[src/design/wrmf_pkg.sv]
// shared types, constants and helpers of the window rank / mean filter
// no dependencies
`default_nettype none

package wrmf_pkg;

    localparam int DEF_MAX_WIDTH  = 1024;
    localparam int DEF_MAX_HEIGHT = 1024;
    localparam int DEF_MAX_WINDOW = 11;

    localparam int DIM_W    = 11;
    localparam int WSIZE_W  = 4;
    localparam int MODE_W   = 2;
    localparam int PLANE_W  = 2;
    localparam int PIX_W    = 8;
    localparam int ITEMS_W  = 21;
    localparam int P_W      = 3;
    localparam int APB_AW   = 5;
    localparam int APB_DW   = 32;
    localparam int REGI_W   = 3;

    localparam logic [REGI_W-1:0] REG_IMAGE_WIDTH  = 3'd0;
    localparam logic [REGI_W-1:0] REG_IMAGE_HEIGHT = 3'd1;
    localparam logic [REGI_W-1:0] REG_WINDOW_SIZE  = 3'd2;
    localparam logic [REGI_W-1:0] REG_FILTER_MODE  = 3'd3;
    localparam logic [REGI_W-1:0] REG_PLANE_SELECT = 3'd4;

    localparam logic [MODE_W-1:0] MODE_MEDIAN = 2'd0;
    localparam logic [MODE_W-1:0] MODE_MAX    = 2'd1;
    localparam logic [MODE_W-1:0] MODE_MIN    = 2'd2;
    localparam logic [MODE_W-1:0] MODE_MEAN   = 2'd3;

    localparam logic [PLANE_W-1:0] PLANE_B = 2'd2;
    localparam logic [PLANE_W-1:0] PLANE_C = 2'd3;

    localparam logic ACT_PIXEL = 1'b0;

    localparam logic [DIM_W-1:0]   RST_IMAGE_WIDTH  = 11'd256;
    localparam logic [DIM_W-1:0]   RST_IMAGE_HEIGHT = 11'd256;
    localparam logic [WSIZE_W-1:0] RST_WINDOW_SIZE  = 4'd3;

    typedef struct packed {
        logic             action;
        logic [PIX_W-1:0] chan_a;
        logic [PIX_W-1:0] chan_b;
        logic [PIX_W-1:0] chan_c;
    } t_in_item;

    typedef struct packed {
        logic [PIX_W-1:0] filtered;
        logic             frame_end;
    } t_out_item;

    typedef struct packed {
        logic [DIM_W-1:0]   image_width;
        logic [DIM_W-1:0]   image_height;
        logic [WSIZE_W-1:0] window_size;
        logic [MODE_W-1:0]  filter_mode;
        logic [PLANE_W-1:0] plane_select;
        logic               wr;
    } t_cfg;

    function automatic logic [P_W-1:0] half_window(input logic [WSIZE_W-1:0] wsize,
                                                   input int pmax);
        logic [P_W-1:0] p;
        case (wsize)
            4'd3:    p = 3'd1;
            4'd5:    p = 3'd2;
            4'd7:    p = 3'd3;
            4'd9:    p = 3'd4;
            default: p = 3'd5;
        endcase
        if (int'(p) > pmax) p = P_W'(pmax);
        return p;
    endfunction

endpackage

`default_nettype wire

[src/design/wrmf_apb_regs.sv]
// apb configuration registers of the window rank / mean filter
// depends on wrmf_pkg
`default_nettype none

module wrmf_apb_regs (
    input  wire logic                           i_clk,
    input  wire logic                           i_rst_n,
    input  wire logic                           psel,
    input  wire logic                           penable,
    input  wire logic                           pwrite,
    input  wire logic [wrmf_pkg::APB_AW-1:0]    paddr,
    input  wire logic [wrmf_pkg::APB_DW-1:0]    pwdata,
    output logic      [wrmf_pkg::APB_DW-1:0]    prdata,
    output logic                                pready,
    output wrmf_pkg::t_cfg                      o_cfg
);
    logic [wrmf_pkg::DIM_W-1:0]   r_width;
    logic [wrmf_pkg::DIM_W-1:0]   r_height;
    logic [wrmf_pkg::WSIZE_W-1:0] r_wsize;
    logic [wrmf_pkg::MODE_W-1:0]  r_mode;
    logic [wrmf_pkg::PLANE_W-1:0] r_plane;
    logic [wrmf_pkg::REGI_W-1:0]  idx;
    logic                         wr_any;
    logic                         wr_hit;

    assign idx    = paddr[wrmf_pkg::APB_AW-1:2];
    assign wr_any = psel && penable && pwrite;
    assign pready = 1'b1;

    always_comb begin
        wr_hit = 1'b0;
        prdata = '0;
        unique case (idx)
            wrmf_pkg::REG_IMAGE_WIDTH: begin
                wr_hit = wr_any;
                prdata = wrmf_pkg::APB_DW'(r_width);
            end
            wrmf_pkg::REG_IMAGE_HEIGHT: begin
                wr_hit = wr_any;
                prdata = wrmf_pkg::APB_DW'(r_height);
            end
            wrmf_pkg::REG_WINDOW_SIZE: begin
                wr_hit = wr_any;
                prdata = wrmf_pkg::APB_DW'(r_wsize);
            end
            wrmf_pkg::REG_FILTER_MODE: begin
                wr_hit = wr_any;
                prdata = wrmf_pkg::APB_DW'(r_mode);
            end
            wrmf_pkg::REG_PLANE_SELECT: begin
                wr_hit = wr_any;
                prdata = wrmf_pkg::APB_DW'(r_plane);
            end
            default: begin
                wr_hit = 1'b0;
                prdata = '0;
            end
        endcase
    end

    always_ff @(posedge i_clk) begin
        if (!i_rst_n) begin
            r_width  <= wrmf_pkg::RST_IMAGE_WIDTH;
            r_height <= wrmf_pkg::RST_IMAGE_HEIGHT;
            r_wsize  <= wrmf_pkg::RST_WINDOW_SIZE;
            r_mode   <= wrmf_pkg::MODE_MEDIAN;
            r_plane  <= '0;
        end else if (wr_any) begin
            unique case (idx)
                wrmf_pkg::REG_IMAGE_WIDTH:  r_width  <= pwdata[wrmf_pkg::DIM_W-1:0];
                wrmf_pkg::REG_IMAGE_HEIGHT: r_height <= pwdata[wrmf_pkg::DIM_W-1:0];
                wrmf_pkg::REG_WINDOW_SIZE:  r_wsize  <= pwdata[wrmf_pkg::WSIZE_W-1:0];
                wrmf_pkg::REG_FILTER_MODE:  r_mode   <= pwdata[wrmf_pkg::MODE_W-1:0];
                wrmf_pkg::REG_PLANE_SELECT: r_plane  <= pwdata[wrmf_pkg::PLANE_W-1:0];
                default: ;
            endcase
        end
    end

    assign o_cfg.image_width  = r_width;
    assign o_cfg.image_height = r_height;
    assign o_cfg.window_size  = r_wsize;
    assign o_cfg.filter_mode  = r_mode;
    assign o_cfg.plane_select = r_plane;
    assign o_cfg.wr           = wr_hit;
endmodule

`default_nettype wire

[config.mk]
export PLATFORM = sky130hd
export DESIGN_NAME = wrmf_apb_regs
export DESIGN_NICKNAME = d
export VERILOG_FILES = /design/src/design/wrmf_pkg.sv /design/src/design/wrmf_apb_regs.sv
export SDC_FILE = /design/constraint.sdc
export NUM_CORES = 1
export LEC_CHECK = 0
export BUFFER_PORTS_ARGS = -buffer_cell sky130_fd_sc_hd__buf_4
export CAP_MARGIN = 30
export CORE_MARGIN = 2
export CORE_UTILIZATION = 42
export DETAILED_ROUTE_END_ITERATION = 10
export PLACE_DENSITY = 0.77
export SLEW_MARGIN = 25
export SYNTH_ARGS = -nofsm -noshare
export SYNTH_HDL_FRONTEND = slang
export SYNTH_SLANG_ARGS = --single-unit
[constraint.sdc]
create_clock -name i_clk -period 1.2 [get_ports i_clk]
set_input_delay 0.24 -clock i_clk [delete_from_list [all_inputs] [get_ports i_clk]]
set_output_delay 0.24 -clock i_clk [all_outputs]
set_load 0.01 [all_outputs]
---- Word-level counts from Yosys, hierarchy flattened ----
Cells that the tools add are included.
operators by class
  equality and inequality tests ........... 4
  reductions and logical operators ........ 9
  multiplexer cells ....................... 2
operators by type and width
  operator                                                         number
  11-bit one-hot mux with 5 select lines                           1
  2-bit AND reduction                                              5
  3-bit by 2-bit == test with 1-bit output, second input constant  2
  5-bit OR reduction                                               1
  3-bit by 1-bit == test with 1-bit output, second input constant  1
  3-bit == test, second input constant                             1
  3-bit logical NOT                                                1
  1-bit logical AND                                                2
  1-bit two-way mux                                                1
storage, ports and cells
  output and inout port bits .............. 64
  input bits .............................. 42
  register bits ........................... 30
  word-level logic and storage cells ...... 20

---- Longest topological paths before layout ----
  depth after elaboration ................. 3
  mapped depth ............................ 5
  mapped depth without buffers ............ 3

---- Worst setup path after synthesis ----
OpenSTA, ideal clock, no wires.
  kind .................................... input-to-output
  start point ............................. input paddr[4] (netlist bit)
  end point ............................... output prdata[10] (netlist bit)
  path slack .............................. -0.067 ns
  cell stages on the path ................. 4
  path buffers ............................ 2
  required time ........................... 0.960 ns
  arrival ................................. 1.027 ns
  cell sequence ........................... clkbuf_1 > or2_2 > clkbuf_1 > nor2_1
between the ends
  cells in the longest elaborated chain, start to end .. 2
  elaborated cells on any way between the ends .. 6
  those cells by class .................... eq/ne (4); mux (1); reduce/logical (1)
ends and longest elaborated chain
  what                                         line                 RTL
  from (decl)                                  wrmf_apb_regs.sv:11  input wire logic [wrmf_pkg::APB_AW-1:0] paddr,
  3-bit == test, or another cell as far along  wrmf_apb_regs.sv:33  unique case (idx)
  11-bit one-hot mux with 5 select lines *     wrmf_apb_regs.sv:33
  to (decl)                                    wrmf_apb_regs.sv:13  output logic [wrmf_pkg::APB_DW-1:0] prdata,
Every way passes the cells marked *; elsewhere a longest branch is shown, timed or not.

---- Worst setup path after layout ----
  start point ............................. register r_width[3] (netlist bit)
  end point ............................... output prdata[3] (netlist bit)
between the ends
  cells in the longest elaborated chain, start to end .. 1
ends and longest elaborated chain
  what                                    line                 RTL
  from (decl)                             wrmf_apb_regs.sv:17  logic [wrmf_pkg::DIM_W-1:0] r_width;
  from (signal assigned)                  wrmf_apb_regs.sv:63  r_width <= wrmf_pkg::RST_IMAGE_WIDTH;
  from (signal assigned)                  wrmf_apb_regs.sv:70  wrmf_pkg::REG_IMAGE_WIDTH: r_width <= pwdata[wrmf_pkg::DIM_W-1:0];
  11-bit one-hot mux with 5 select lines  wrmf_apb_regs.sv:33
No other way between the ends.

==> flow_metrics.py <==
metrics = {
    "synthesis": {
        "synth_top_cell_by_area": "dfxtp_1",
        "netlist_area_um2": 1660,
        "synth_top_area_frac": 0.361,
        "yosys_warnings": 0,
        "ys_ff_latch": 30,
        "syn_avg_cell_area_um2": 8.93,
        "syn_inst": 186,
        "ys_seq_area_frac": 0.361,
        "yosys-top-cells-area": "dfxtp_1, mux2i_1, buf_4",
        "synth.distinct_cells": 28,
    },
    "hold_path": {
        "min_to": "r_height[8]",
        "hold_class": "in2reg",
        "hold_depth": 3,
        "hold_start": "pwdata[8]",
    },
    "cts": {
        "clock_latency_ns": 0.28,
        "clkTransAtPathRegs_ns": 0.06,
        "cts_tree": "built",
        "ctsHoldBuffers": 0,
        "root_buffer": "clkbuf_8",
        "cts_num_sinks": 30,
        "clock_tree.htree_level_count": 2,
        "cts_max_path_buffers": 2,
        "numCtsBuffers": 5,
    },
    "run_status": {
        "status": "finished, violations left",
        "violations": "negative setup slack",
    },
    "floorplanning": {
        "io_pins": 106,
        "die_h_um": 66.9,
        "core-area_um2": 3740,
        "fp-row-count": 22,
        "die_w_um": 66.9,
        "die_area_um2": 4480,
        "initial_core_util": 0.444,
    },
    "global_routing": {
        "grt_pass1_wl_um": 6620,
        "grt_pass1_vias": 1404,
        "overflow": 0,
        "grt_max_degree": 24,
        "grt.total_usage": 0.202,
        "antenna_found_initial": 0,
    },
    "timing": {
        "rsz0062_at_grt": "yes",
        "worst_slack_ns": -0.157,
        "setup_viol_count_final": 7,
        "fmax_ghz": 0.737,
        "fin_crit_ns": 1.36,
        "hold_violations": 0,
        "tns_ns": -0.602,
        "drv_slew": 0,
        "finalCritPeriodShare": 1.13,
        "clock_skew_ns": 0,
    },
    "place": {
        "port_buffers": 60,
        "gp_congestion": 0.748,
        "placed_area_um2": 2230,
        "hpwl_um": 2930,
    },
    "setup_path": {
        "path_class": "reg2out",
        "critPathRequiredTime_ns": 0.96,
        "crit_fanout": 2,
        "start_kind": "flip-flop",
        "reg2regPathDepth": 3,
        "r2r-start": "r_width[10]",
        "regToRegSetupSlack_ns": 0.47,
        "cp.arrival_ns": 1.12,
        "crit_path_end_kind": "output port",
        "rr_endpoint": "r_width[10]",
    },
    "cells_and_area": {
        "fillers": 293,
        "final_util": 0.695,
        "final_nets": 320,
        "drive_gt1_frac": 0.538,
        "fin_area_um2": 2600,
        "areaGrowthSynthToFinish_pct": 56.5,
        "antennaDiodeCount": 0,
    },
    "pwr": {
        "ir_drop_mv": 0.693,
        "powerDensity_nw_per_um2": 817,
        "p_leak_uw": 0.00126,
    },
    "route": {
        "wl_per_cell_um": 13.1,
        "drtIter0Drc": 37,
        "vias": 1510,
        "ant_nets": 0,
        "routed_wl_um": 4250,
        "avgViaCountPerCell": 4.65,
        "drc": 0,
        "first_pass_iters": 4,
    },
    "flow_run": {
        "cap_violations": 0,
    },
}
[routing by layer]
layer  GRT usage  part of all wire  vias up  wire length, um
met3      0.0507             0.057        7              242
met1       0.245              0.42      685             1780
li1            -                 -      764                -
met2       0.341              0.51       54             2170
met4      0.0765             0.015        0               65
met5           0                 0        -                0
[registers in the layout, indices dropped and copies added, names as in the netlist]
name / cells
r_width: 11
r_height: 11
r_mode: 2
r_wsize: 4
r_plane: 2
[cell families (layout without fill, tap and decap cells)]
kind of cell / count (synthesis) / after routing / share of synthesized area
AOI/OAI and AO/OA: 13 / 13 / 0.0602
DFF: 30 / 30 / 0.361
muxes: 39 / 39 / 0.235
and+or+nand+nor: 64 / 64 / 0.186
other: 2 / 22 / 0.00452
buffers and inverters: 38 / 109 / 0.153
[cell usage in the layout, fill, tap and decap left out, types with 3 or more instances in the layout]
cell type,synthesis,routed
mux2i_4,0,4
inv_1,4,4
mux2i_1,39,32
nand2_1,38,38
conb_1,2,22
nand4b_1,3,3
dfxtp_2,0,24
buf_6,3,10
buf_4,23,86
nor2_4,0,7
dfxtp_1,30,6
clkbuf_8,0,6
nand3_1,3,3
mux2i_2,0,3
o211ai_1,3,3
nor2_1,10,3
[power by group]
group	total [uW]	internal, uW	leakage, uW	switching (uW)
clock network	787	441	0.0000431	346
registers	1010	1010	0.000250	6.29
logic	326	157	0.000962	169
[worst max path at each step]
stage	to	cells past startpoint	slack (ns)	startpoint
2_1_floorplan	prdata[4]	4	0.004	paddr[2]
3_3_place_gp	r_height[10]	4	-0.08	paddr[4]
3_5_place_dp	prdata[0]	5	-0.08	paddr[3]
4_1_cts	prdata[3]	4	-0.15	r_wsize[3]
5_1_grt	prdata[3]	4	-0.22	r_wsize[3]
6_report	prdata[3]	4	-0.16	r_width[3]
[repair_timing]
action | CTS | global route
endpoints found under the setup margin | 11 | 12
resized for setup | 38 | 8
pin swaps | 5 | 2
endpoints found under the hold margin | 0 | 0
setup buffers | 21 | 0
[critical path, cell delays in order (launching register included)]
cell	delay, ns
dfxtp_2	0.32
mux2i_1	0.13
a2bb2oi_1	0.17
nor2_1	0.07
buf_4	0.14
[stage by stage]
stage	setup slack [ns]	cells	power [uW]	hold WS, ns
2_1_floorplan	0.00370	206	1260	0.400
3_3_place_gp	-0.0788	298	1320	0.462
3_5_place_dp	-0.0845	298	1330	0.467
4_1_cts	-0.155	325	2110	0.213
5_1_grt	-0.221	325	2220	0.222
6_report	-0.157	325	2120	0.212
[cell type report]
type / count / area (um2) / area share
Sequential cell: 30 / 631 / 0.243
Multi-Input combinational cell: 138 / 998 / 0.384
Inverter: 4 / 15.0 / 0.00577
Tap cell: 48 / 60.1 / 0.0231
Clock buffer: 6 / 82.6 / 0.0318
Timing Repair Buffer: 99 / 813 / 0.313
[synthesized netlist by cell type]
master	n
buf_2	2
nor2_1	10
o21ai_1	2
nor2b_2	1
nor2b_1	1
mux2i_1	39
buf_6	3
o2bb2ai_1	2
nand3_1	3
a2bb2oi_1	2
nand2_1	38
or2_2	1
o211ai_1	3
and4b_1	1
nor3_4	1
dfxtp_1	30
nor3b_2	1
o21ai_0	1
inv_1	4
clkbuf_1	6
buf_4	23
nand4b_1	3
and3_1	2
and2_4	1
conb_1	2
o21a_1	2
o211ai_2	1
and2_1	1
No activity file was read; power rests on OpenSTA's default activity.
